**src/hdl/rcaf_pkg.sv**
```systemverilog
package rcaf_pkg;

   localparam int CHUNK_COUNT_DEF = 16;
   localparam int CS_W            = 32;
   localparam int SIZE_W          = 48;
   localparam int FENCE_W         = 64;
   localparam int OFFSET_W        = 40;
   localparam int DIV_CNT_W       = 6;

   localparam logic [CS_W-1:0]      CHUNK_SIZE_RST = 32'd1048576;
   localparam logic [DIV_CNT_W-1:0] DIV_LAST       = 6'(SIZE_W - 1);

   localparam logic KIND_ALLOC = 1'b0;
   localparam logic KIND_SET   = 1'b1;

   typedef enum logic [1:0] {
      STATUS_OK    = 2'd0,
      STATUS_SIZE  = 2'd1,
      STATUS_PHASE = 2'd2
   } status_type;

   typedef enum logic [2:0] {
      S_IDLE,
      S_DIV,
      S_CHECK,
      S_SCAN,
      S_FILL,
      S_REPLY
   } state_type;

   typedef struct packed {
      logic       load;
      logic       div_step;
      logic       commit;
      logic       scan;
      logic       fill;
      logic       status_we;
      status_type status;
   } dp_cmd_type;

   typedef struct packed {
      logic awaiting;
      logic div_done;
      logic oversize;
      logic scan_done;
      logic fill_last;
   } dp_stat_type;

endpackage

```
**src/hdl/rcaf_ram.sv**
```systemverilog
module rcaf_ram #(
   parameter int WIDTH = 64,
   parameter int DEPTH = 16
) (
   input  logic                     clock,
   input  logic                     wr_en,
   input  logic [$clog2(DEPTH)-1:0] wr_addr,
   input  logic [WIDTH-1:0]         wr_data,
   input  logic                     rd_en,
   input  logic [$clog2(DEPTH)-1:0] rd_addr,
   output logic [WIDTH-1:0]         rd_data
);

   logic [WIDTH-1:0] mem_ff [DEPTH];
   logic [WIDTH-1:0] rd_data_ff;

   always_ff @(posedge clock) begin
      if (wr_en) begin
         mem_ff[wr_addr] <= wr_data;
      end
      if (rd_en) begin
         rd_data_ff <= mem_ff[rd_addr];
      end
   end

   assign rd_data = rd_data_ff;

endmodule

```
**src/hdl/rcaf_ctrl.sv**
```systemverilog
module rcaf_ctrl (
   input  logic                 clock,
   input  logic                 reset,
   input  logic                 start,
   input  logic                 req_kind,
   input  rcaf_pkg::dp_stat_type stat,
   output rcaf_pkg::dp_cmd_type  cmd,
   output logic                 busy,
   output logic                 rsp_valid
);

   rcaf_pkg::state_type state_ff, state_in;

   always_ff @(posedge clock) begin
      if (reset) begin
         state_ff <= rcaf_pkg::S_IDLE;
      end else begin
         state_ff <= state_in;
      end
   end

   always_comb begin
      state_in = state_ff;
      case (state_ff)
         rcaf_pkg::S_IDLE: begin
            if (start) begin
               if (req_kind == rcaf_pkg::KIND_ALLOC) begin
                  state_in = rcaf_pkg::S_DIV;
               end else if (stat.awaiting) begin
                  state_in = rcaf_pkg::S_FILL;
               end else begin
                  state_in = rcaf_pkg::S_REPLY;
               end
            end
         end
         rcaf_pkg::S_DIV: begin
            if (stat.div_done) begin
               state_in = rcaf_pkg::S_CHECK;
            end
         end
         rcaf_pkg::S_CHECK: begin
            if (stat.oversize || stat.awaiting) begin
               state_in = rcaf_pkg::S_REPLY;
            end else begin
               state_in = rcaf_pkg::S_SCAN;
            end
         end
         rcaf_pkg::S_SCAN: begin
            if (stat.scan_done) begin
               state_in = rcaf_pkg::S_REPLY;
            end
         end
         rcaf_pkg::S_FILL: begin
            if (stat.fill_last) begin
               state_in = rcaf_pkg::S_REPLY;
            end
         end
         rcaf_pkg::S_REPLY: begin
            state_in = rcaf_pkg::S_IDLE;
         end
         default: begin
            state_in = rcaf_pkg::S_IDLE;
         end
      endcase
   end

   always_comb begin
      cmd       = '0;
      cmd.status = rcaf_pkg::STATUS_OK;
      busy      = 1'b1;
      rsp_valid = 1'b0;
      case (state_ff)
         rcaf_pkg::S_IDLE: begin
            busy = 1'b0;
            if (start) begin
               cmd.load = 1'b1;
               if (req_kind == rcaf_pkg::KIND_SET && !stat.awaiting) begin
                  cmd.status_we = 1'b1;
                  cmd.status    = rcaf_pkg::STATUS_PHASE;
               end
            end
         end
         rcaf_pkg::S_DIV: begin
            cmd.div_step = 1'b1;
         end
         rcaf_pkg::S_CHECK: begin
            cmd.status_we = 1'b1;
            if (stat.oversize) begin
               cmd.status = rcaf_pkg::STATUS_SIZE;
            end else if (stat.awaiting) begin
               cmd.status = rcaf_pkg::STATUS_PHASE;
            end else begin
               cmd.commit = 1'b1;
               cmd.status = rcaf_pkg::STATUS_OK;
            end
         end
         rcaf_pkg::S_SCAN: begin
            cmd.scan = 1'b1;
         end
         rcaf_pkg::S_FILL: begin
            cmd.fill = 1'b1;
            if (stat.fill_last) begin
               cmd.status_we = 1'b1;
               cmd.status    = rcaf_pkg::STATUS_OK;
            end
         end
         rcaf_pkg::S_REPLY: begin
            rsp_valid = 1'b1;
         end
         default: begin
            busy = 1'b1;
         end
      endcase
   end

   a_rsp_one_cycle: assert property (@(posedge clock) disable iff (reset)
      rsp_valid |=> !rsp_valid)
      else $error("result strobe held for more than one cycle");

   a_accept_busy: assert property (@(posedge clock) disable iff (reset)
      (start && !busy) |=> busy)
      else $error("block not busy after accepting a word");

   a_check_after_div: assert property (@(posedge clock) disable iff (reset)
      (state_ff == rcaf_pkg::S_CHECK) |-> ($past(state_ff) == rcaf_pkg::S_DIV))
      else $error("size check entered without a division");

endmodule

```
**src/hdl/rcaf_dp.sv**
```systemverilog
module rcaf_dp #(
   parameter int CHUNK_COUNT = rcaf_pkg::CHUNK_COUNT_DEF
) (
   input  logic                              clock,
   input  logic                              reset,
   input  rcaf_pkg::dp_cmd_type              cmd,
   output rcaf_pkg::dp_stat_type             stat,
   input  logic [rcaf_pkg::CS_W-1:0]         chunk_size,
   input  logic                              req_kind,
   input  logic [rcaf_pkg::SIZE_W-1:0]       req_alloc_size,
   input  logic [rcaf_pkg::FENCE_W-1:0]      req_fence_value,
   output logic [1:0]                        rsp_status,
   output logic [rcaf_pkg::OFFSET_W-1:0]     rsp_byte_offset,
   output logic [rcaf_pkg::FENCE_W-1:0]      rsp_wait_fence,
   output logic                              rsp_repeat_fence
);

   localparam int IW = $clog2(CHUNK_COUNT);
   localparam int CW = $clog2(CHUNK_COUNT + 1);
   localparam int SW = CW + 1;
   localparam int PW = IW + rcaf_pkg::CS_W;
   localparam logic [SW-1:0] N_S     = SW'(CHUNK_COUNT);
   localparam logic [SW-1:0] HALF_S  = SW'(CHUNK_COUNT / 2);
   localparam logic [SW-1:0] HALF2_S = SW'(2 * (CHUNK_COUNT / 2));
   localparam logic [rcaf_pkg::SIZE_W-1:0] N_Q = rcaf_pkg::SIZE_W'(CHUNK_COUNT);

   // Control state.
   logic                            awaiting_ff, awaiting_in;
   logic [IW-1:0]                   first_free_ff, first_free_in;
   logic [IW-1:0]                   last_run_start_ff, last_run_start_in;
   logic [rcaf_pkg::FENCE_W-1:0]    last_fence_ff, last_fence_in;
   logic [CHUNK_COUNT-1:0]          vld_ff, vld_in;
   logic [rcaf_pkg::DIV_CNT_W-1:0]  div_cnt_ff, div_cnt_in;
   logic [CW-1:0]                   scan_cnt_ff, scan_cnt_in;
   logic                            rd_pend_ff, rd_pend_in;
   rcaf_pkg::status_type            status_ff, status_in;
   logic                            kind_ff, kind_in;

   // Payload.
   logic [rcaf_pkg::SIZE_W-1:0]     quo_ff, quo_in;
   logic [rcaf_pkg::CS_W-1:0]       rem_ff, rem_in;
   logic [IW-1:0]                   first_ff, first_in;
   logic [CW-1:0]                   len_ff, len_in;
   logic [IW-1:0]                   scan_idx_ff, scan_idx_in;
   logic [IW-1:0]                   fill_idx_ff, fill_idx_in;
   logic                            vld_rd_ff, vld_rd_in;
   logic [rcaf_pkg::FENCE_W-1:0]    wait_ff, wait_in;
   logic [rcaf_pkg::FENCE_W-1:0]    fval_ff, fval_in;
   logic [rcaf_pkg::OFFSET_W-1:0]   offset_ff, offset_in;

   logic [rcaf_pkg::CS_W-1:0]       cs;
   logic [rcaf_pkg::CS_W:0]         div_shift;
   logic                            div_ge;
   logic                            rem_nz;
   logic [CW-1:0]                   len_c;
   logic [SW-1:0]                   ff_s, len_s, end_raw, end_s, first_s, nxt_s;
   logic [1:0]                      sh, eh;
   logic [SW-1:0]                   eh_start;
   logic [CW-1:0]                   stop;
   logic                            scan_issue;
   logic [PW-1:0]                   prod;
   logic [rcaf_pkg::FENCE_W-1:0]    ram_q, rd_val;
   logic                            alloc_ok;

   assign cs = (chunk_size == '0) ? rcaf_pkg::CS_W'(1) : chunk_size;

   // Restoring division, one quotient bit per cycle.
   assign div_shift = {rem_ff, quo_ff[rcaf_pkg::SIZE_W-1]};
   assign div_ge    = div_shift >= {1'b0, cs};

   // Chunk count is the quotient rounded up; zero bytes still take one chunk.
   assign rem_nz        = rem_ff != '0;
   assign stat.oversize = (quo_ff > N_Q) || ((quo_ff == N_Q) && rem_nz);
   assign len_c = (quo_ff == '0) ? CW'(1) : quo_ff[CW-1:0] + CW'(rem_nz);

   // Run placement.
   assign ff_s    = SW'(first_free_ff);
   assign len_s   = SW'(len_c);
   assign end_raw = ff_s + len_s - SW'(1);
   assign end_s   = (end_raw >= N_S) ? end_raw - N_S : end_raw;
   assign sh      = (ff_s >= HALF2_S) ? 2'd2 : ((ff_s >= HALF_S) ? 2'd1 : 2'd0);
   assign eh      = (end_s >= HALF2_S) ? 2'd2 : ((end_s >= HALF_S) ? 2'd1 : 2'd0);

   always_comb begin
      case (eh)
         2'd0:    eh_start = '0;
         2'd1:    eh_start = HALF_S;
         default: eh_start = HALF2_S;
      endcase
   end

   always_comb begin
      if (len_s > HALF_S) begin
         first_s = (end_s > ff_s) ? ff_s : '0;
      end else begin
         first_s = (sh == eh) ? ff_s : eh_start;
         if (first_s + len_s > N_S) begin
            first_s = '0;
         end
      end
      nxt_s = first_s + len_s;
      if (nxt_s >= N_S) begin
         nxt_s = nxt_s - N_S;
      end
   end

   assign stop       = (first_free_ff == '0) ? CW'(CHUNK_COUNT) : CW'(first_free_ff);
   assign scan_issue = scan_cnt_ff != len_ff;
   assign rd_val     = vld_rd_ff ? ram_q : '0;
   assign prod       = PW'(first_ff) * PW'(cs);

   assign stat.awaiting  = awaiting_ff;
   assign stat.div_done  = div_cnt_ff == rcaf_pkg::DIV_LAST;
   assign stat.scan_done = !scan_issue && !rd_pend_ff;
   assign stat.fill_last = (SW'(fill_idx_ff) + SW'(1)) == SW'(stop);

   always_comb begin
      awaiting_in       = awaiting_ff;
      first_free_in     = first_free_ff;
      last_run_start_in = last_run_start_ff;
      last_fence_in     = last_fence_ff;
      vld_in            = vld_ff;
      div_cnt_in        = div_cnt_ff;
      scan_cnt_in       = scan_cnt_ff;
      rd_pend_in        = 1'b0;
      status_in         = status_ff;
      kind_in           = kind_ff;
      quo_in            = quo_ff;
      rem_in            = rem_ff;
      first_in          = first_ff;
      len_in            = len_ff;
      scan_idx_in       = scan_idx_ff;
      fill_idx_in       = fill_idx_ff;
      vld_rd_in         = vld_rd_ff;
      wait_in           = wait_ff;
      fval_in           = fval_ff;
      offset_in         = rcaf_pkg::OFFSET_W'(prod);

      if (cmd.load) begin
         kind_in     = req_kind;
         quo_in      = req_alloc_size;
         rem_in      = '0;
         div_cnt_in  = '0;
         fval_in     = req_fence_value;
         fill_idx_in = last_run_start_ff;
      end
      if (cmd.div_step) begin
         quo_in     = {quo_ff[rcaf_pkg::SIZE_W-2:0], div_ge};
         rem_in     = div_ge ? rcaf_pkg::CS_W'(div_shift - {1'b0, cs})
                             : div_shift[rcaf_pkg::CS_W-1:0];
         div_cnt_in = div_cnt_ff + rcaf_pkg::DIV_CNT_W'(1);
      end
      if (cmd.commit) begin
         first_in          = IW'(first_s);
         len_in            = len_c;
         first_free_in     = IW'(nxt_s);
         last_run_start_in = IW'(first_s);
         awaiting_in       = 1'b1;
         scan_idx_in       = IW'(first_s);
         scan_cnt_in       = '0;
         wait_in           = '0;
      end
      if (cmd.scan) begin
         if (scan_issue) begin
            vld_rd_in   = vld_ff[scan_idx_ff];
            scan_idx_in = IW'(SW'(scan_idx_ff) + SW'(1));
            scan_cnt_in = scan_cnt_ff + CW'(1);
            rd_pend_in  = 1'b1;
         end
         if (rd_pend_ff && (rd_val > wait_ff)) begin
            wait_in = rd_val;
         end
      end
      if (cmd.fill) begin
         vld_in[fill_idx_ff] = 1'b1;
         fill_idx_in         = IW'(SW'(fill_idx_ff) + SW'(1));
         if (stat.fill_last) begin
            awaiting_in   = 1'b0;
            last_fence_in = fval_ff;
         end
      end
      if (cmd.status_we) begin
         status_in = cmd.status;
      end
   end

   always_ff @(posedge clock) begin
      if (reset) begin
         awaiting_ff       <= 1'b0;
         first_free_ff     <= '0;
         last_run_start_ff <= '0;
         last_fence_ff     <= '0;
         vld_ff            <= '0;
         div_cnt_ff        <= '0;
         scan_cnt_ff       <= '0;
         rd_pend_ff        <= 1'b0;
         status_ff         <= rcaf_pkg::STATUS_OK;
         kind_ff           <= rcaf_pkg::KIND_ALLOC;
      end else begin
         awaiting_ff       <= awaiting_in;
         first_free_ff     <= first_free_in;
         last_run_start_ff <= last_run_start_in;
         last_fence_ff     <= last_fence_in;
         vld_ff            <= vld_in;
         div_cnt_ff        <= div_cnt_in;
         scan_cnt_ff       <= scan_cnt_in;
         rd_pend_ff        <= rd_pend_in;
         status_ff         <= status_in;
         kind_ff           <= kind_in;
      end
   end

   always_ff @(posedge clock) begin
      quo_ff      <= quo_in;
      rem_ff      <= rem_in;
      first_ff    <= first_in;
      len_ff      <= len_in;
      scan_idx_ff <= scan_idx_in;
      fill_idx_ff <= fill_idx_in;
      vld_rd_ff   <= vld_rd_in;
      wait_ff     <= wait_in;
      fval_ff     <= fval_in;
      offset_ff   <= offset_in;
   end

   rcaf_ram #(
      .WIDTH(rcaf_pkg::FENCE_W),
      .DEPTH(CHUNK_COUNT)
   ) u_fence_ram (
      .clock  (clock),
      .wr_en  (cmd.fill),
      .wr_addr(fill_idx_ff),
      .wr_data(fval_ff),
      .rd_en  (cmd.scan && scan_issue),
      .rd_addr(scan_idx_ff),
      .rd_data(ram_q)
   );

   // Set words and failed requests report zeros beyond the status.
   assign alloc_ok         = (status_ff == rcaf_pkg::STATUS_OK) &&
                             (kind_ff == rcaf_pkg::KIND_ALLOC);
   assign rsp_status       = status_ff;
   assign rsp_byte_offset  = alloc_ok ? offset_ff : '0;
   assign rsp_wait_fence   = alloc_ok ? wait_ff : '0;
   assign rsp_repeat_fence = alloc_ok && (wait_ff == last_fence_ff) &&
                             (last_fence_ff != '0);

   a_run_in_ring: assert property (@(posedge clock) disable iff (reset)
      cmd.commit |=> (SW'(last_run_start_ff) + SW'(len_ff)) <= N_S)
      else $error("allocated run extends past the last chunk");

   a_fill_in_run: assert property (@(posedge clock) disable iff (reset)
      cmd.fill |-> (SW'(fill_idx_ff) < SW'(stop)))
      else $error("fence write outside the last run");

   a_awaiting_rise: assert property (@(posedge clock) disable iff (reset)
      $rose(awaiting_ff) |-> $past(cmd.commit))
      else $error("fence phase entered without an allocation");

endmodule

```
**src/hdl/ring_chunk_allocator_with_fences.sv**
```systemverilog
// Channel  Direction  Handshake                 Word
// request  in         start && !busy            req_kind, req_alloc_size, req_fence_value
// result   out        rsp_valid, one cycle      rsp_status, rsp_byte_offset,
//                                               rsp_wait_fence, rsp_repeat_fence
// config   in         psel, penable, pwrite     paddr, pwdata, prdata (pready tied high)
//
// An allocate word goes from accept to result through a 48-bit bit-serial divider
// by chunk_size, a placement check, then one fence memory read per chunk of the
// run. An oversized or out-of-phase allocate answers straight after the division
// and check; a set word writes one chunk per cycle and answers in the cycle after
// its last write, and an out-of-phase set answers on the next cycle.
// Reset is synchronous and clears the fence valid bits at once, so no clearing
// pass is needed. Results cannot be stalled; busy stays high until the result
// cycle is over.
module ring_chunk_allocator_with_fences #(
   parameter int CHUNK_COUNT = rcaf_pkg::CHUNK_COUNT_DEF
) (
   input  logic                           clock,
   input  logic                           reset,
   input  logic                           start,
   output logic                           busy,
   input  logic                           req_kind,
   input  logic [rcaf_pkg::SIZE_W-1:0]    req_alloc_size,
   input  logic [rcaf_pkg::FENCE_W-1:0]   req_fence_value,
   output logic                           rsp_valid,
   output logic [1:0]                     rsp_status,
   output logic [rcaf_pkg::OFFSET_W-1:0]  rsp_byte_offset,
   output logic [rcaf_pkg::FENCE_W-1:0]   rsp_wait_fence,
   output logic                           rsp_repeat_fence,
   input  logic                           psel,
   input  logic                           penable,
   input  logic                           pwrite,
   input  logic [2:0]                     paddr,
   input  logic [rcaf_pkg::CS_W-1:0]      pwdata,
   output logic [rcaf_pkg::CS_W-1:0]      prdata,
   output logic                           pready
);

   logic [rcaf_pkg::CS_W-1:0] chunk_size_ff, chunk_size_in;
   logic                      csr_wr;
   rcaf_pkg::dp_cmd_type      cmd;
   rcaf_pkg::dp_stat_type     stat;

   // The only register lives at byte address 0; address bit 2 selects beyond it.
   assign pready        = 1'b1;
   assign csr_wr        = psel && penable && pwrite && pready && !paddr[2];
   assign chunk_size_in = csr_wr ? pwdata : chunk_size_ff;
   assign prdata        = paddr[2] ? '0 : chunk_size_ff;

   always_ff @(posedge clock) begin
      if (reset) begin
         chunk_size_ff <= rcaf_pkg::CHUNK_SIZE_RST;
      end else begin
         chunk_size_ff <= chunk_size_in;
      end
   end

   rcaf_ctrl u_ctrl (
      .clock    (clock),
      .reset    (reset),
      .start    (start),
      .req_kind (req_kind),
      .stat     (stat),
      .cmd      (cmd),
      .busy     (busy),
      .rsp_valid(rsp_valid)
   );

   rcaf_dp #(
      .CHUNK_COUNT(CHUNK_COUNT)
   ) u_dp (
      .clock           (clock),
      .reset           (reset),
      .cmd             (cmd),
      .stat            (stat),
      .chunk_size      (chunk_size_ff),
      .req_kind        (req_kind),
      .req_alloc_size  (req_alloc_size),
      .req_fence_value (req_fence_value),
      .rsp_status      (rsp_status),
      .rsp_byte_offset (rsp_byte_offset),
      .rsp_wait_fence  (rsp_wait_fence),
      .rsp_repeat_fence(rsp_repeat_fence)
   );

endmodule
```
**config.mk**
```make
export PLATFORM = sky130hd
export DESIGN_NAME = ring_chunk_allocator_with_fences
export DESIGN_NICKNAME = d
export VERILOG_FILES = /design/src/hdl/rcaf_pkg.sv /design/src/hdl/rcaf_ram.sv /design/src/hdl/rcaf_ctrl.sv /design/src/hdl/rcaf_dp.sv /design/src/hdl/ring_chunk_allocator_with_fences.sv
export SDC_FILE = /design/constraint.sdc
export NUM_CORES = 2
export LEC_CHECK = 0
export ABC_CLOCK_PERIOD_IN_PS = 7300
export BUFFER_PORTS_ARGS = -buffer_cell sky130_fd_sc_hd__buf_2
export CORE_ASPECT_RATIO = 0.6
export CORE_MARGIN = 2
export CORE_UTILIZATION = 24
export DETAILED_ROUTE_END_ITERATION = 8
export SLEW_MARGIN = 30
export SYNTH_ARGS = -nofsm -noshare
export SYNTH_HDL_FRONTEND = slang
export SYNTH_SLANG_ARGS = --single-unit
```
**constraint.sdc**
```tcl
create_clock -name clock -period 7.3 [get_ports clock]
set_clock_uncertainty 0.2 [all_clocks]
set_input_delay 1.46 -clock clock [delete_from_list [all_inputs] [get_ports clock]]
set_output_delay 1.46 -clock clock [all_outputs]
set_load 0.02 [all_outputs]
```
==> Word level (Yosys, flattened, before mapping) <==
Memory sizes are Yosys's and may differ from the RTL's. A register that Yosys moved wholly into a read port is not among the register bits.
Cells that the tools add are included.
{ "op_classes": {"addsub": 12, "mul": 1, "magnitude_cmp": 15, "n_eq_ne": 16, "muxes": 70, "n_bitwise": 3, "n_reduce_logical": 32} }
{ "op_table": {"columns": ["cell", "n"], "rows": [
  ["64-bit two-way mux", 5],
  ["32-bit two-way mux", 5],
  ["48-bit two-way mux", 2],
  ["64-bit == test", 1],
  ["64-bit greater-than comparator", 1],
  ["64-bit nonzero test", 1],
  ["48-bit by 5-bit == test with 1-bit output (second input constant)", 1],
  ["48-bit by 5-bit greater-than comparator with 1-bit output (second input constant)", 1],
  ["48-bit logical NOT", 1],
  ["4-bit by 32-bit multiplier with 36-bit output", 1],
  ["36-bit two-way mux", 1],
  ["33-bit by 32-bit >= comparator with 1-bit output", 1],
  ["32-bit logical NOT", 1],
  ["32-bit nonzero test", 1],
  ["32-bit subtractor", 1],
  ["5-bit two-way mux", 6],
  ["6-bit two-way mux", 5],
  ["4-bit two-way mux", 7],
  ["3-bit two-way mux", 9],
  ["1-bit two-way mux", 21],
  ["6-bit by 5-bit >= comparator with 1-bit output (second input constant)", 3],
  ["16-bit bitwise OR", 1],
  ["3-bit one-hot mux with 5 select lines", 1],
  ["6-bit by 5-bit adder with 6-bit output", 2],
  ["42 further kinds", 70]
]} }
{ "totals": {"reg_bits": 401, "ram_bits": 1024, "input_bits": 154, "out_inout_bits": 142, "word_cells": 172, "memories": 1} }
{ "mem_list": {"columns": ["memory", "depth", "width", "rd", "rd_ports_with_merged_regs", "wr", "line_no", "source"], "rows": [
  ["u_dp.u_fence_ram.mem_ff", 16, 64, 1, 1, 1, "rcaf_ram.sv:14", "logic [WIDTH-1:0] mem_ff [DEPTH];"]
]} }

==> Depth between registers and ports, before layout <==
{ "logic_depth": {"word_depth": 20, "ltp_mapped": 29, "mapped_depth_nobuf": 29} }

==> By module <==
Synthesis repeated with hierarchy kept, for this count alone.
{ "hier_totals": {"cells_unflattened": 4262, "hier_area_um2": 65631.7} }
{ "modules_own_cells": {"columns": ["mod", "n_inst", "cells_each", "area_each_um2", "seq_area_each_um2"], "rows": [
  ["rcaf_ram", 1, 1647, 40222.3, 32671.3],
  ["rcaf_dp", 1, 2396, 23406.2, 8908.5],
  ["ring_chunk_allocator_with_fences", 1, 177, 1691.6, 640.6],
  ["rcaf_ctrl", 1, 42, 311.5, 60.1]
]} }

==> Least setup slack after synthesis <==
No wires, ideal clock.
{ "synth_timing": {"path_kind": "flip-flop to flip-flop", "start": "register u_dp.rem_ff[0] in the netlist's numbering", "end": "register u_dp.first_free_ff[3]", "setup_time_ns": 0.079, "arrival_ns": 6.495, "required_time_ns": 7.021, "setup_slack_ns": 0.526, "stages_incl_launch_ff": 30, "path_buffers": 0, "synth_period_minus_slack_ns": 6.774, "cell_sequence": "edfxtp_1 > nor4_1 > nand4_1 > or2_2 > ha_1 > ha_1 > xor2_1 > nand2_1 > ha_1 > inv_1 > fa_1 > a21o_1 > a21oi_1 > xnor2_1 > nor3_1 > ha_1 > fa_1 > or2_2 > a2111o_1 > maj3_1 > mux2i_1 > o211a_1 > mux2_4 > and2_4 > ha_1 > a21o_1 > a21oi_1 > xor2_1 > xnor2_1 > a211oi_2"} }
{ "synth_via": {"elab_chain_len": 20, "word_cells_on_any_way": 32, "cone_classes": "7 x add/sub; 7 x order compare; 2 x eq/ne; 12 x mux; 4 x reduce/logical"} }
{ "synth_rtl": {"columns": ["item", "line_no", "source"], "rows": [
  ["start: declaration", "rcaf_dp.sv:41", "logic [rcaf_pkg::CS_W-1:0] rem_ff, rem_in;"],
  ["start signal: assignment", "rcaf_dp.sv:215", "rem_ff <= rem_in;"],
  ["32-bit nonzero test (*)", "rcaf_dp.sv:72", "assign rem_nz = rem_ff != '0;"],
  ["5-bit by 1-bit adder with 5-bit output (*)", "rcaf_dp.sv:74", "assign len_c = (quo_ff == '0) ? CW'(1) : quo_ff[CW-1:0] + CW'(rem_nz);"],
  ["5-bit two-way mux (*)", "rcaf_dp.sv:74", null],
  ["4-bit by 5-bit adder with 6-bit output", "rcaf_dp.sv:79", "assign end_raw = ff_s + len_s - SW'(1);"],
  ["6-bit by 1-bit subtractor with 6-bit output", "rcaf_dp.sv:79", null],
  ["6-bit by 5-bit subtractor with 6-bit output / 6-bit by 5-bit >= comparator with 1-bit output (equally long branches)", "rcaf_dp.sv:80", "assign end_s = (end_raw >= N_S) ? end_raw - N_S : end_raw;"],
  ["6-bit two-way mux", "rcaf_dp.sv:80", null],
  ["6-bit by 4-bit >= comparator with 1-bit output", "rcaf_dp.sv:82", "assign eh = (end_s >= HALF2_S) ? 2'd2 : ((end_s >= HALF_S) ? 2'd1 : 2'd0);"],
  ["[5 not listed]", null, null],
  ["6-bit by 5-bit adder with 6-bit output", "rcaf_dp.sv:97", "if (first_s + len_s > N_S) begin"],
  ["6-bit by 5-bit greater-than comparator with 1-bit output", "rcaf_dp.sv:97", null],
  ["6-bit two-way mux", "rcaf_dp.sv:97", null],
  ["6-bit two-way mux (*)", "rcaf_dp.sv:93", "if (len_s > HALF_S) begin"],
  ["net u_dp.first_s[1]", "rcaf_dp.sv:56", "logic [SW-1:0] ff_s, len_s, end_raw, end_s, first_s, nxt_s;"],
  ["6-bit by 5-bit adder with 6-bit output (*)", "rcaf_dp.sv:101", "nxt_s = first_s + len_s;"],
  ["6-bit by 5-bit >= comparator with 1-bit output / 4-bit by 1-bit subtractor with 4-bit output (equally long branches)", "rcaf_dp.sv:102, rcaf_dp.sv:103", null],
  ["4-bit two-way mux (*)", "rcaf_dp.sv:102", "if (nxt_s >= N_S) begin"],
  ["end signal: assignment", "rcaf_dp.sv:201", "first_free_ff <= first_free_in;"],
  ["end: declaration", "rcaf_dp.sv:29", "logic [IW-1:0] first_free_ff, first_free_in;"]
]} }
The timed path passes the listed nets; every way through them passes the cells marked *.
A chain may end at the register's enable or synchronous reset.

==> Final worst setup path <==
{ "layout_timing": {"start": "register u_dp.rem_ff[9] in the netlist's numbering", "end": "register u_dp.first_free_ff[3]"} }
The elaborated chain is that of the path after synthesis.

==> impl_metrics.csv <==
group,metric,value,unit
synth,synthFlopType,"edfxtp_1",
placement,dpl.hpwl,121000,um
min_path,hold_class,"flip-flop to flip-flop",
drt,drt_pass1_iterations,6,
final_layout,layout-drive-gt1-share,21.2,%
sta,slew_violations,0,
global_routing,overflow,0,
global_routing,grt_use_total,13.3,%
sta,setup_tns,0,ps
sta,tightest_slew,1060,ps
cts,cts.path.max_buffers,4,
cts,root_buffer,"clkbuf_16",
flow_run,max_cap_violations,0,
drt,detail-route-antenna-nets,0,
sta,final.setup.worst_slack,333,ps
critical_path,worstPathRequired,7710,ps
synth,netlist.area_leader.share,57.8,%
final_layout,nets,5082,
placement,placed_area,71100,um2
sta,fmax,144,MHz
cts,cts_sinks,1489,
final_layout,final_area,76300,um2
placement,gp_congestion,0.844,
drt,drc,0,
floorplanning,ios,296,
cts,clkLatencyLatePin,850,ps
sta,hold_viol_final,0,
sta,rsz0062_at_grt,"false",
synth,synth.distinct_cells,76,
floorplanning,num_rows,147,
critical_path,end_kind,"flip-flop",
synth,synth_area,64700,um2
placement,preCtsSetupSlack,-260,ps
critical_path,critPathKind,"flip-flop to flip-flop",
critical_path,path_max_fanout,3,
synth,yosysSeqAreaShare,65.3,%
floorplanning,die_w,674,um
sta,period_share,95.4,%
global_routing,grt_pass1_vias,37531,
drt,initialDrtViolationCount,4018,
sta,relSlewSlack,29.3,%
global_routing,grt_pass1_wl,267000,um
cts,cts-buffers-inserted,151,
critical_path,max_stage_delay,430,ps
floorplanning,die-area,274000,um2
synth,synth_cells,4313,
synth,synthArstFlopShare,0,%
critical_path,crit_arrival,7380,ps
pwr,p_leak,26.7,nW
sta,finalSetupViolCount,0,
placement,portBuffers,288,
floorplanning,die_h,406,um
synth,synthTopCellsByArea,"edfxtp_1, mux4_2, dfxtp_1",
floorplanning,initial_core_util,24.2,%
pwr,pwr_density_cell,341,nW/um2
critical_path,start_kind,"flip-flop",
cts,hold_buffers,0,
run_status,status,"finished clean",
global_routing,antenna_found_initial,16,
floorplanning,coreArea,268000,um2
global_routing,grt_start_max_net_pins,131,
sta,final.min_clock_period,6970,ps
synth,synth-warning-count,0,
synth,yosysTopAreaCell,"edfxtp_1",
pwr,ir_worst_vdd,0.242,mV
cts,htree_levels,4,
critical_path,slowest_stage,"fa_1",
drt,routed_via_density,4.54,
drt,wl_per_cell,22.3,um
synth,synth-edff-count,1246,
drt,dr_total_vias,38126,
final_layout,area_growth,17.8,%
synth,avgSynthCellArea,15.0,um2
cts,cts_tree,"yes",
drt,totalWireLength,187000,um
cts,clk_pin_slew_worst_paths,60,ps
synth,ys_seq_elements,1489,
## worst paths after layout
path / start / endpoint / slack (ps) / cells past startpoint
hold reg to reg: u_dp.kind_ff / u_dp.kind_ff / 270 / 2
hold / removal: u_dp.kind_ff / u_dp.kind_ff / 270 / 2
setup / recovery: u_dp.rem_ff[9] / u_dp.first_free_ff[3] / 330 / 31
setup reg to reg: u_dp.rem_ff[9] / u_dp.first_free_ff[3] / 330 / 31
## cell families after synthesis
| kind of cell | after synthesis | synth area share (%) |
|---|---|---|
| buf+inv | 458 | 2.77 |
| fa+ha+maj | 229 | 5.16 |
| flops | 1489 | 65.3 |
| mux | 421 | 12.8 |
| compound gates | 395 | 3.77 |
| xor+xnor | 141 | 1.91 |
| other cells | 2 | 0.0116 |
| simple gates | 1178 | 8.25 |
## cell usage after synthesis, types with 6 or more instances
library cell / count
dfxtp_1: 243
xor2_1: 60
nand4_1: 50
o21a_1: 14
a21oi_1: 183
buf_4: 6
nor3_1: 38
a211oi_1: 13
nor2_1: 183
o21ai_0: 47
inv_1: 262
o2111ai_1: 6
nor3b_1: 6
ha_1: 164
o21bai_1: 9
nand2b_1: 12
nor4_1: 59
a21o_1: 48
xnor2_1: 81
nand2_1: 616
mux2i_1: 93
o31ai_1: 6
nand3_1: 33
mux4_2: 325
buf_2: 7
and2_1: 142
buf_6: 6
nor2b_1: 11
clkbuf_1: 153
buf_1: 24
a31oi_1: 10
edfxtp_1: 1246
o211ai_1: 9
fa_1: 64
## final cells by class
| cell class | instances | area, um2 |
|---|---|---|
| antenna | 4 | 10.0 |
| clock buffer | 208 | 4140 |
| clock inverter | 57 | 709 |
| fill | 26832 | 192000 |
| inverter | 262 | 988 |
| multi-input combinational | 2369 | 20900 |
| sequential | 1489 | 42300 |
| tap | 3576 | 4470 |
| timing repair buffer | 427 | 2710 |
## what timing repair did
action	4_1_cts	5_1_grt
setup endpoints to repair	3	3
gates resized for setup	9	10
pin swaps	4	16
buffers inserted	2	3
## flip-flops by register name, indices dropped and copies added, names as in the netlist, 5 cells and up
register	cells
u_dp.quo_ff	48
u_dp.wait_ff	64
u_dp.scan_cnt_ff	5
u_dp.rem_ff	32
u_dp.u_fence_ram.rd_data	64
u_dp.u_fence_ram.mem_ff	1024
u_dp.fval_ff	64
u_dp.len_ff	5
u_dp.vld_ff	16
u_dp.div_cnt_ff	6
u_dp.last_fence_ff	64
chunk_size_ff	32
u_dp.offset_ff	36
## stage by stage
stage          hold WS, ps  power [mW]  instances  util [%]
4_1_cts                269        26.2       8379      28.4
3_5_place_dp           257        18.2       8112      26.6
2_1_floorplan          235        15.9       4316         -
5_1_grt                290        27.3       8389      28.5
3_3_place_gp           245        18.2       8108      26.5
6_report               269        26.0       8392      28.5
## report_power, final
part           switching (mW)  internal, mW  total [mW]
Clock                    3.35          4.50        7.86
Sequential              0.796          10.4        11.2
Combinational            3.74          3.28        7.01
Total                    7.89          18.1        26.0
## cells in the final DEF, fill, tap and decap left out, drive strengths merged, types with 9 or more instances in the layout
master  synthesis  routed
buf            43     427
nor4           59      59
o211ai          9       9
ha            164     164
and2          144     144
edfxtp       1246    1246
nor2          183     183
o21a           14      14
nand3          33      33
clkinv          0      36
o21bai          9       9
fa             64      64
xor2           60      60
bufinv          0      15
nand2         616     616
mux4          325     325
xnor2          81      81
o21ai          54      54
dfxtp         243     243
a21o           48      48
nor2b          11      11
nand4          50      50
clkbuf        153     208
nor3           38      38
a211oi         14      14
inv           262     265
mux2i          93      93
nand2b         12      12
a31oi          10      10
a21oi         183     183
## worst max-delay path: cells and delay by family, from the launching register on
kind	cells	cell delay, ps
AOI/OAI and AO/OA	7	1220
xor gates and xnor gates	3	470
adders and majority gates	9	2500
buffers and inverters	3	370
DFF	1	420
muxes	2	340
and+or+nand+nor	7	1270
## per-layer routing
metal,wire (um),GRT usage [%]
met2,82300,20.3
met5,10,0
met4,5780,3.93
met1,83000,18.7
met3,15700,3.19
Note: power is estimated with default switching activity, not from simulation.
